`config.mk`:
```
export PLATFORM = sky130hd
export DESIGN_NAME = scancode_set1_to_ascii
export DESIGN_NICKNAME = d
export VERILOG_FILES = /design/src/rtl/sc1a_pkg.sv /design/src/rtl/scancode_set1_to_ascii.sv /design/src/rtl/sc1a_decode.sv
export SDC_FILE = /design/constraint.sdc
export NUM_CORES = 1
export LEC_CHECK = 0
export ABC_CLOCK_PERIOD_IN_PS = 3000
export BUFFER_PORTS_ARGS = -buffer_cell sky130_fd_sc_hd__buf_2
export CORE_ASPECT_RATIO = 0.8
export CORE_UTILIZATION = 54
export CTS_CLUSTER_SIZE = 20
export DETAILED_ROUTE_END_ITERATION = 16
export HOLD_SLACK_MARGIN = 0.05
export PLACE_DENSITY = 0.77
export SLEW_MARGIN = 0
export SYNTH_ARGS = -nofsm -noshare
export SYNTH_HDL_FRONTEND = slang
export SYNTH_HIERARCHICAL = 1
export SYNTH_SLANG_ARGS = --single-unit
```
`constraint.sdc`:
```
create_clock -name clk -period 3 [get_ports clk]
set_input_delay 0 -clock clk [delete_from_list [all_inputs] [get_ports clk]]
set_output_delay 0 -clock clk [all_outputs]
set_load 0.03 [all_outputs]
```
`src/rtl/sc1a_pkg.sv`:
```
`default_nettype none
// ----------------------------------------------------------------------------
// sc1a_pkg
// Shared types, constants and the key map of the set 1 scancode decoder.
// ----------------------------------------------------------------------------
package sc1a_pkg;

  localparam logic [7:0] PREFIX_BYTE = 8'hE0;
  localparam logic [6:0] LEFT_SHIFT  = 7'h2A;
  localparam logic [6:0] RIGHT_SHIFT = 7'h36;
  localparam int unsigned RELEASE_BIT = 7;

  typedef struct packed {
    logic       event_valid;
    logic [6:0] key_code;
    logic       key_pressed;
    logic       key_extended;
    logic [6:0] ascii_char;
  } sc1a_result_t;

  function automatic logic [6:0] key_to_ascii(input logic [6:0] code, input logic shift);
    logic [7:0] plain;
    logic [7:0] upper;
    plain = 8'h00;
    upper = 8'h00;
    case (code)
      7'h1E: begin plain = "a"; upper = "A"; end
      7'h30: begin plain = "b"; upper = "B"; end
      7'h2E: begin plain = "c"; upper = "C"; end
      7'h20: begin plain = "d"; upper = "D"; end
      7'h12: begin plain = "e"; upper = "E"; end
      7'h21: begin plain = "f"; upper = "F"; end
      7'h22: begin plain = "g"; upper = "G"; end
      7'h23: begin plain = "h"; upper = "H"; end
      7'h17: begin plain = "i"; upper = "I"; end
      7'h24: begin plain = "j"; upper = "J"; end
      7'h25: begin plain = "k"; upper = "K"; end
      7'h26: begin plain = "l"; upper = "L"; end
      7'h32: begin plain = "m"; upper = "M"; end
      7'h31: begin plain = "n"; upper = "N"; end
      7'h18: begin plain = "o"; upper = "O"; end
      7'h19: begin plain = "p"; upper = "P"; end
      7'h10: begin plain = "q"; upper = "Q"; end
      7'h13: begin plain = "r"; upper = "R"; end
      7'h1F: begin plain = "s"; upper = "S"; end
      7'h14: begin plain = "t"; upper = "T"; end
      7'h16: begin plain = "u"; upper = "U"; end
      7'h2F: begin plain = "v"; upper = "V"; end
      7'h11: begin plain = "w"; upper = "W"; end
      7'h2D: begin plain = "x"; upper = "X"; end
      7'h15: begin plain = "y"; upper = "Y"; end
      7'h2C: begin plain = "z"; upper = "Z"; end
      7'h02: begin plain = "1"; upper = "!"; end
      7'h03: begin plain = "2"; upper = "@"; end
      7'h04: begin plain = "3"; upper = "#"; end
      7'h05: begin plain = "4"; upper = "$"; end
      7'h06: begin plain = "5"; upper = "%"; end
      7'h07: begin plain = "6"; upper = "^"; end
      7'h08: begin plain = "7"; upper = "&"; end
      7'h09: begin plain = "8"; upper = "*"; end
      7'h0A: begin plain = "9"; upper = "("; end
      7'h0B: begin plain = "0"; upper = ")"; end
      7'h1C: begin plain = 8'h0A; upper = 8'h0A; end
      7'h39: begin plain = " "; upper = " "; end
      7'h0E: begin plain = 8'h08; upper = 8'h08; end
      default: begin plain = 8'h00; upper = 8'h00; end
    endcase
    return shift ? upper[6:0] : plain[6:0];
  endfunction

endpackage
`default_nettype wire

```
`src/rtl/scancode_set1_to_ascii.sv`:
```
`default_nettype none
// ----------------------------------------------------------------------------
// scancode_set1_to_ascii
// Set 1 scancode byte to key event and ASCII character decoder.
// ----------------------------------------------------------------------------
// One scancode byte per beat goes in, one key event per beat comes out, in
// order. The block takes a byte every cycle while the input is not stalled;
// a byte goes through an input register and then a result register, where its
// event shows. A stalled result beat holds a full input register and stalls
// the input. An 0xE0 prefix gives an event with event_valid low and all
// fields zero, and marks the next key as extended. Shift state follows the
// left and right shift keys and picks the shifted character map.
module scancode_set1_to_ascii
  import sc1a_pkg::*;
(
  input  wire logic       clk,
  input  wire logic       rst,
  input  wire logic       in_valid,
  output logic            in_stall,
  input  wire logic [7:0] scan_byte,
  output logic            out_valid,
  input  wire logic       out_stall,
  output logic            event_valid,
  output logic [6:0]      key_code,
  output logic            key_pressed,
  output logic            key_extended,
  output logic [6:0]      ascii_char
);

  logic         in_full;
  logic [7:0]   in_byte;
  logic         out_free;
  logic         advance;
  sc1a_result_t result;
  sc1a_result_t out_reg;

  assign out_free = ~out_valid | ~out_stall;
  assign advance  = in_full & out_free;
  assign in_stall = in_full & ~out_free;

  always_ff @(posedge clk) begin
    if (rst) begin
      in_full <= 1'b0;
    end else if (~in_stall) begin
      in_full <= in_valid;
    end
  end

  always_ff @(posedge clk) begin
    if (in_valid && !in_stall) begin
      in_byte <= scan_byte;
    end
  end

  sc1a_decode u_decode (
    .clk       (clk),
    .rst       (rst),
    .advance   (advance),
    .scan_byte (in_byte),
    .result    (result)
  );

  always_ff @(posedge clk) begin
    if (rst) begin
      out_valid <= 1'b0;
    end else if (out_free) begin
      out_valid <= in_full;
    end
  end

  always_ff @(posedge clk) begin
    if (advance) begin
      out_reg <= result;
    end
  end

  assign event_valid  = out_reg.event_valid;
  assign key_code     = out_reg.key_code;
  assign key_pressed  = out_reg.key_pressed;
  assign key_extended = out_reg.key_extended;
  assign ascii_char   = out_reg.ascii_char;

endmodule
`default_nettype wire

```
`src/rtl/sc1a_decode.sv`:
```
`default_nettype none
// ----------------------------------------------------------------------------
// sc1a_decode
// Decodes one scancode byte and keeps the prefix and shift flags.
// ----------------------------------------------------------------------------
module sc1a_decode
  import sc1a_pkg::*;
(
  input  wire logic         clk,
  input  wire logic         rst,
  input  wire logic         advance,
  input  wire logic [7:0]   scan_byte,
  output sc1a_result_t      result
);

  logic       prefix_seen;
  logic       shift_held;
  logic       prefix_seen_next;
  logic       shift_held_next;
  logic       is_prefix;
  logic [6:0] code;
  logic       pressed;
  logic       is_shift;

  assign is_prefix = (scan_byte == PREFIX_BYTE);
  assign code      = scan_byte[6:0];
  assign pressed   = ~scan_byte[RELEASE_BIT];
  assign is_shift  = (code == LEFT_SHIFT) || (code == RIGHT_SHIFT);

  always_comb begin
    prefix_seen_next = prefix_seen;
    shift_held_next  = shift_held;
    result           = '0;
    if (is_prefix) begin
      prefix_seen_next = 1'b1;
    end else begin
      prefix_seen_next    = 1'b0;
      result.event_valid  = 1'b1;
      result.key_code     = code;
      result.key_pressed  = pressed;
      result.key_extended = prefix_seen;
      if (is_shift) begin
        shift_held_next = pressed;
      end else if (pressed) begin
        result.ascii_char = key_to_ascii(code, shift_held);
      end
    end
  end

  always_ff @(posedge clk) begin
    if (rst) begin
      prefix_seen <= 1'b0;
      shift_held  <= 1'b0;
    end else if (advance) begin
      prefix_seen <= prefix_seen_next;
      shift_held  <= shift_held_next;
    end
  end

endmodule
`default_nettype wire

```
Word level (Yosys, flattened, before mapping) --
Memories as Yosys holds them, arrays and structs flattened. A register that Yosys moved wholly into a read port is not among the register bits. Index checks and enable logic that the tools add are counted.
Word-level totals: word-level logic and storage cells 34, memories 1, flip-flop bits (word level) 29, ROM bits 896, output and inout bits 19
Memories:
- (no name shown) | words 64, width 14, rd ports 1, clocked after memory_dff 1, wr ports 0, RTL line sc1a_pkg.sv:26 | case (code)
Cells by class: reduce and logical (&&, ||, !) cells 5, bitwise logic cells 8, equality and inequality tests 3, mux-type cells 7
Operators with widths (number):
- $mux 7 | 3
- $mux 17 | 1
- $mux 15 | 1
- $eq 7x6->1 const B | 2
- $eq 8x8->1 const B | 1
- $mux 6 | 1
- $not 1->1 | 5
- $reduce_and 3->1 | 1
- $reduce_or 3->1 | 1
- $and 1x1->1 | 2
- $logic_and 1x1->1 | 1
- $logic_not 1->1 | 1
- $logic_or 1x1->1 | 1
- $mux 1 | 1
- $or 1x1->1 | 1

Depth between registers and ports, before layout --
Gate-level depths: netlist (run 1).
depth in word-level cells 7, depth in mapped cells 7

Cells and area by module --
Netlist (run 1), hierarchy kept.
By module, submodules not included:
- sc1a_decode | times used 1, area an instance 964.7 um^2, sequential area each 40.0 um^2, cells an instance 136
- scancode_set1_to_ascii | times used 1, area an instance 837.1 um^2, sequential area each 790.8 um^2, cells an instance 35

Worst setup path after synthesis (run 1) --
OpenSTA, ideal clock, no wires.
path kind register to register, start point reg out_valid, end point reg u_decode.shift_held, buffers on the path 0, setup slack 0.243 ns, stages on the path, launching flop included 6, data arrival time 2.643 ns, library setup time 0.114 ns, cells stage by stage dfxtp_1 -> a21boi_0 -> inv_1 -> a2111o_1 -> mux2i_1 -> nor2_1
Between the ends: word-level cells in the longest chain between the ends 4
RTL lines:
- start, declared | RTL line scancode_set1_to_ascii.sv:21 | output logic out_valid,
- start signal, assigned | RTL line scancode_set1_to_ascii.sv:67 | out_valid <= in_full;
- $not 1->1 | RTL line scancode_set1_to_ascii.sv:37 | assign out_free = ~out_valid | ~out_stall;
- $or 1x1->1 | RTL line scancode_set1_to_ascii.sv:37
- $and 1x1->1 | RTL line scancode_set1_to_ascii.sv:38 | assign advance = in_full & out_free;
- named net advance | RTL line scancode_set1_to_ascii.sv:33 | logic advance;
- $reduce_and 3->1 (no source line)
- end signal, assigned | RTL line sc1a_decode.sv:56 | shift_held <= shift_held_next;
- end, declared | RTL line sc1a_decode.sv:17 | logic shift_held;
The timed path passes the listed nets, and every way through them passes these cells. A chain may end at the register's enable or synchronous reset.

Final worst setup path (run 1) --
start point reg in_byte[1], end point reg out_reg, in the netlist ascii_char[3] (data pin)
Between the ends: word-level cells in the longest chain between the ends 3, elaborated cells on any way between the ends 5, classes of those cells eq/ne: 3; reduce/logical: 2
RTL lines:
- start, declared | RTL line scancode_set1_to_ascii.sv:31 | logic [7:0] in_byte;
- start signal, assigned | RTL line scancode_set1_to_ascii.sv:51 | in_byte <= scan_byte;
- $eq 7x6->1 | RTL line sc1a_decode.sv:28 | assign is_shift = (code == LEFT_SHIFT) || (code == RIGHT_SHIFT);
- $logic_or 1x1->1 | RTL line sc1a_decode.sv:28
- $reduce_or 3->1 (no source line) *
- end signal, assigned | RTL line scancode_set1_to_ascii.sv:73 | out_reg <= result;
- end, declared | RTL line scancode_set1_to_ascii.sv:35 | sc1a_result_t out_reg;
Every way passes the cells marked *; elsewhere a longest branch is shown, timed or not.

==> results of run 1 <==
## through the flow
step / cells / util (%)
3_5_place_dp: 229 / 61.8
4_1_cts: 248 / 69.6
2_1_floorplan: 171 / -
5_1_grt: 248 / 69.6
3_3_place_gp: 229 / 61.8
6_report: 248 / 69.6
## critical path: stages, from the launching register on
cell	delay [ps]
edfxtp_1	520
inv_1	240
ha_1	390
nor2b_1	180
a211oi_1	70
a311o_1	370
a2111oi_2	370
## registers in the layout (all words and copies together) (netlist names)
name / flops
in_byte: 8
ascii_char: 7
key_code: 7
event_valid: 1
in_full: 1
key_extended: 1
key_pressed: 1
out_valid: 1
u_decode/prefix_seen: 1
u_decode/shift_held: 1
## cells by family (layout without fill, tap and decap cells)
kind of cell	Yosys count	in the layout
buf+inv	24	61
mux	4	4
simple gates	58	58
flops	29	29
compound gates	45	45
fa+ha+maj	11	11
## worst min path at each step
stage                      endpoint  cells past startpoint
2_1_floorplan  in_full$_SDFFE_PP0N_                      1
3_3_place_gp   in_byte[6]$_DFFE_PP_                      1
3_5_place_dp   in_byte[6]$_DFFE_PP_                      1
4_1_cts        in_byte[7]$_DFFE_PP_                      3
5_1_grt        in_byte[7]$_DFFE_PP_                      3
6_report       in_byte[7]$_DFFE_PP_                      3
## cells in the final DEF, fill, tap and decap left out, types with 5 or more instances in the layout
| cell type | synthesis | routed |
|---|---|---|
| buf_2 | 6 | 30 |
| edfxtp_1 | 25 | 25 |
| nor2_1 | 16 | 16 |
| dlygate4sd3_1 | 0 | 11 |
| nand2_1 | 11 | 11 |
| ha_1 | 11 | 11 |
| inv_1 | 8 | 8 |
| o21ai_0 | 6 | 6 |
| a211oi_1 | 6 | 6 |
| clkbuf_8 | 0 | 5 |
| and2_1 | 5 | 5 |
| nand2b_1 | 5 | 5 |
## power groups by stage
stage,Clock [mW],Combinational (mW),Sequential [mW]
global placement,0,0.144,0.493
global route,0.499,0.172,0.489
floorplan,0,0.0947,0.502
CTS,0.489,0.157,0.486
detailed placement,0,0.145,0.494
finish,0.484,0.160,0.486
## cell type report
cell class                 count  area (um2)  share of cell area [%]
tap                           40        50.0                    2.30
multi-input combinational    118         851                    39.1
inverter                      10        37.5                    1.72
clock buffer                   5        68.8                    3.16
clock inverter                 3        65.1                    2.99
timing repair buffer          43         275                    12.6
sequential                    29         831                    38.1
## routing by layer
metal	global-route usage (%)	vias up	wire length [um]	share of wire, %
met5	0	-	0	0
met4	7.45	0	50	1.1
met3	9.75	8	407	9.4
met2	43.4	103	1930	44
met1	34.0	707	1960	45
li1	-	710	-	-
==> results.sh, run 1 <==
export IMPL_status="complete, no violations"
export IMPL_track_usage_pct=26.8
export IMPL_power_frac_comb_pct=14.1
export IMPL_r2r_cells=6
export IMPL_p_leak_nw=0.872
export IMPL_required_ps=3090
export IMPL_wl_per_cell_um=17.5
export IMPL_synth_area_top_cells="edfxtp_1 (42%), ha_1 (7.6%), dfxtp_1 (4.4%)"
export IMPL_async_reset_ff_share_pct=0
export IMPL_grt_pass1_wl_mm=6.79
export IMPL_synth_fa_ha_area_share_pct=7.64
export IMPL_period_minus_slack_ps=2340
export IMPL_maxCapViolations=0
export IMPL_cellInternalPower_mw=0.853
export IMPL_antenna_cells=0
export IMPL_grt_setup_unrepaired="no"
export IMPL_crit_path_start="in_byte[1]$_DFFE_PP_"
export IMPL_post_cts_buffers=0
export IMPL_drt_iter0_drc=198
export IMPL_clk_pin_slew_ps=60
export IMPL_cp_arrival_ps=2430
export IMPL_grt_pass1_vias=1415
export IMPL_synth_compound_area_share_pct=19.8
export IMPL_cts_made_buffers=5
export IMPL_fin_area_um2=2180
export IMPL_synth_mux_area_share_pct=2.29
export IMPL_synth_xor_area_share_pct=0
export IMPL_clock_latency_ps=290
export IMPL_yosys_area_share_simple_pct=17.5
export IMPL_ys_warn_count=6
export IMPL_die_area_um2=3570
export IMPL_vias=1528
export IMPL_yosysSeqAreaShare_pct=46.1
export IMPL_hold_path_startpoint="in_valid"
export IMPL_end_kind="register"
export IMPL_ir_drop_mv=0.585
export IMPL_maxSlewViolCount=0
export IMPL_finalCritPeriodShare_pct=78.0
export IMPL_pre_cts_ws_ps=677
export IMPL_ys_seq_elements=29
export IMPL_drtPass1Iterations=5
export IMPL_syn_to_final_growth_pct=20.9
export IMPL_yosys_area_top_type_share_pct=41.7
export IMPL_crit_fanout=10
export IMPL_dpl_cell_area_um2=1930
export IMPL_fin_ws_ps=660
export IMPL_syn_inst=171
export IMPL_total_power_mw=1.13
export IMPL_final_fill_count=235
export IMPL_yosysUniqueCellTypes=50
export IMPL_synth_edf_count=25
export IMPL_post_cts_resized=0
export IMPL_fmax_ghz=0.427
export IMPL_postCtsHoldBufs=11
export IMPL_core_area_um2=3130
export IMPL_p_switching_mw=0.276
export IMPL_power_density_nw_per_um2=519
export IMPL_rows=18
export IMPL_portBuffers=30
export IMPL_layout_drive_gt1_share_pct=23.6
export IMPL_synth_area_leader_cell="edfxtp_1"
export IMPL_cts_sinks=29
export IMPL_hold_violations=0
export IMPL_overflow=0
export IMPL_drcViolationCount=0
export IMPL_ys_flop_type="edfxtp_1"
export IMPL_vias_per_cell=6.16
export IMPL_cts_tree="yes"
export IMPL_maxSlewHeadroom_pct=45.1
export IMPL_hold_class="primary input to register"
export IMPL_hpwl_mm=2.89
export IMPL_swShare_pct=24.5
export IMPL_antenna_found_initial=0
export IMPL_routed_wl_mm=4.35
export IMPL_postSynthAreaPerCell_um2=10.5
export IMPL_setup_viol=0
export IMPL_rrSetupSlack_ps=660
export IMPL_r2r_end="ascii_char[3]$_DFFE_PP_"
export IMPL_holdWs_ps=231
export IMPL_crit_path_end="ascii_char[3]$_DFFE_PP_"
export IMPL_yosysMostFrequentCell="edfxtp_1"
export IMPL_clock_root_buffer="clkbuf_8"
export IMPL_clk_path_buf_depth=2
export IMPL_power_frac_seq_pct=43.0
export IMPL_die_w_um=66.6
export IMPL_fin_skew_ps=6.23
export IMPL_setup_tns_ps=0
export IMPL_die_y_um=53.7
export IMPL_synth_top_family_by_area="compound AO/OA/AOI/OAI gates"
export IMPL_ant_nets=0
export IMPL_clkPwrFrac_pct=42.8
export IMPL_grt_max_degree=27
export IMPL_yosys_top_cells_count="edfxtp_1 (25), nor2_1 (16), ha_1 (11), nand2_1 (11), inv_1 (8)"
export IMPL_worstMarginPinSlew_ps=823
export IMPL_worstReg2RegStart="in_byte[1]$_DFFE_PP_"
export IMPL_io_pins=31
export IMPL_nNetsFinal=230
export IMPL_worstSetupPathType="register to register"
export IMPL_h_tree_depth=2
export IMPL_synth_area_um2=1800
export IMPL_start_util_pct=57.6
export IMPL_cp_start_kind="register"
export IMPL_syn_nets=194
export IMPL_place_congestion=0.904
No activity file was read; power rests on OpenSTA's default activity.
==> run 2, diff against run 1 <==
Settings changed: ABC_CLOCK_PERIOD_IN_PS 3000 to 2210.
Clock period 3 ns to 2.21 ns, I/O delays scaled along.
==> run 2 against run 1 <==
Combinational power is 56% higher. Final cell count is 3.2% higher. Power is 27% higher. Setup slack worse by 510 ps. Fmax is 14% higher. Via count is 3.2% higher. Worst hold slack worse by 1.6 ps. Core utilization is 1.2 points higher. Routed wire length is 6.2% higher. Highest routed layer unchanged.
==> results.sh, run 2 (synthesis gave the netlist of run 1 again) <==
export IMPL_grt_util_met2_pct=47.3
export IMPL_clk_path_buf_depth=2
export IMPL_crit_family="compound AO/OA/AOI/OAI gates"
export IMPL_vias=1577
export IMPL_drtPass1Iterations=5
export IMPL_grt_pass1_wl_mm=7.48
export IMPL_start_util_pct=57.6
export IMPL_total_power_mw=1.43
export IMPL_crit_path_end="ascii_char[3]$_DFFE_PP_"
export IMPL_power_density_nw_per_um2=645
export IMPL_ant_nets=0
export IMPL_syn_to_final_growth_pct=23.1
export IMPL_hold_violations=0
export IMPL_grt_busiest_layer="met2"
export IMPL_post_cts_buffers=0
export IMPL_core_area_um2=3130
export IMPL_critical_path_max_stage_delay_ps=460
export IMPL_placed_cells=237
export IMPL_fin_skew_ps=8.79
export IMPL_drt_iter0_drc=248
export IMPL_holdWs_ps=229
export IMPL_maxSlewHeadroom_pct=60.5
export IMPL_die_w_um=66.6
export IMPL_period_minus_slack_ps=2060
export IMPL_setup_tns_ps=0
export IMPL_track_usage_pct=29.5
export IMPL_critPathBufInv=1
export IMPL_p_leak_nw=0.897
export IMPL_maxCapViolations=0
export IMPL_met3_usage_pct=10.6
export IMPL_hold_class="primary input to register"
export IMPL_worstReg2RegStart="in_byte[1]$_DFFE_PP_"
export IMPL_overflow=0
export IMPL_antenna_found_initial=0
export IMPL_final_common_cell="buf_2"
export IMPL_wl_per_cell_um=18.0
export IMPL_grt_pass1_vias=1520
export IMPL_die_y_um=53.7
export IMPL_r2r_end="ascii_char[3]$_DFFE_PP_"
export IMPL_hpwl_mm=3.11
export IMPL_worstSetupPathType="register to register"
export IMPL_maxSlewViolCount=0
export IMPL_drcViolationCount=0
export IMPL_layout_common_cells="buf_2 (30), edfxtp_1 (25), nor2_1 (16)"
export IMPL_crit_path_start="in_byte[1]$_DFFE_PP_"
export IMPL_top_register="in_byte"
export IMPL_clock_latency_ps=290
export IMPL_cts_sinks=29
export IMPL_grt_max_degree=18
export IMPL_grt_setup_unrepaired="no"
export IMPL_cp_depth=6
export IMPL_cp_start_kind="register"
export IMPL_clock_root_buffer="clkbuf_8"
export IMPL_required_ps=2300
export IMPL_h_tree_depth=2
export IMPL_clk_pin_slew_ps=70
export IMPL_portBuffers=30
export IMPL_finalCritPeriodShare_pct=93.1
export IMPL_routed_wl_mm=4.62
export IMPL_cts_tree="yes"
export IMPL_cts_made_buffers=5
export IMPL_layout_cells_non_filler=256
export IMPL_multi_input_area_um2=857
export IMPL_setup_viol=0
export IMPL_use_met1_pct=36.1
export IMPL_final_fill_count=237
export IMPL_fmax_ghz=0.486
export IMPL_io_pins=31
export IMPL_worstMarginPinSlew_ps=590
export IMPL_status="complete, no violations"
export IMPL_nNetsFinal=238
export IMPL_crit_fanout=7
export IMPL_cpMaxStageDelayCell="edfxtp_1"
export IMPL_rows=18
export IMPL_antenna_cells=0
export IMPL_r2r_cells=6
export IMPL_die_area_um2=3570
export IMPL_regArea_um2=831
export IMPL_crit_chain="inv_1 > ha_1 > nor2b_1 > a211oi_1 > a311o_1 > a2111oi_2"
export IMPL_layout_drive_gt1_share_pct=26.4
export IMPL_rrSetupSlack_ps=150
export IMPL_end_kind="register"
export IMPL_ir_drop_mv=0.557
export IMPL_largest_reg_flops=8
export IMPL_place_congestion=0.992
export IMPL_vias_per_cell=6.16
export IMPL_cp_arrival_ps=2150
[run 2: worst min path at each step]
stage                  from                   end  cells after the start
4_1_cts            in_valid  in_byte[6]$_DFFE_PP_                      3
5_1_grt            in_valid  in_byte[7]$_DFFE_PP_                      3
3_3_place_gp   scan_byte[3]  in_byte[3]$_DFFE_PP_                      1
2_1_floorplan           rst  in_full$_SDFFE_PP0N_                      1
6_report           in_valid  in_byte[4]$_DFFE_PP_                      3
3_5_place_dp   scan_byte[6]  in_byte[6]$_DFFE_PP_                      1
[run 2: stage by stage]
| step | area, um2 | setup WS [ps] | utilization [%] |
|---|---|---|---|
| global route | 2220 | 24.4 | 70.8 |
| finish | 2220 | 153 | 70.8 |
| detailed placement | 2000 | 136 | 63.8 |
| floorplan | 1810 | 206 | - |
| global placement | 2000 | 233 | 63.8 |
| CTS | 2210 | 127 | 70.7 |
[run 2: where the power goes]
part	leakage (nW)	switching [mW]	internal (mW)	total, mW
Sequential	0.267	0.0215	0.624	0.646
Clock	0.0528	0.202	0.332	0.535
Combinational	0.577	0.151	0.0974	0.249
[run 2: cell type report]
type	count	area share, %
clock buffers	6	3.27
clock inverters	2	1.52
inverters	10	1.69
multi-input cells	118	38.7
flip-flops and latches	29	37.5
well taps	40	2.26
repair buffers	51	15.1
[run 2: worst min-delay path, delay by kind of cell]
kind	cells	cell delay [ps]
AND/OR/NAND/NOR	1	140
buffers and inverters	2	160
[run 2: repair_timing]
action	4_1_cts	5_1_grt
gates resized for setup	0	1
endpoints found under the setup margin	0	1
hold buffers	11	0
hold endpoints to repair	12	0
[run 2: routing by layer]
metal	routed length (um)	share of wire, %
met1	1880	41
met4	107	2.3
met5	0	0
met3	489	11
met2	2140	46
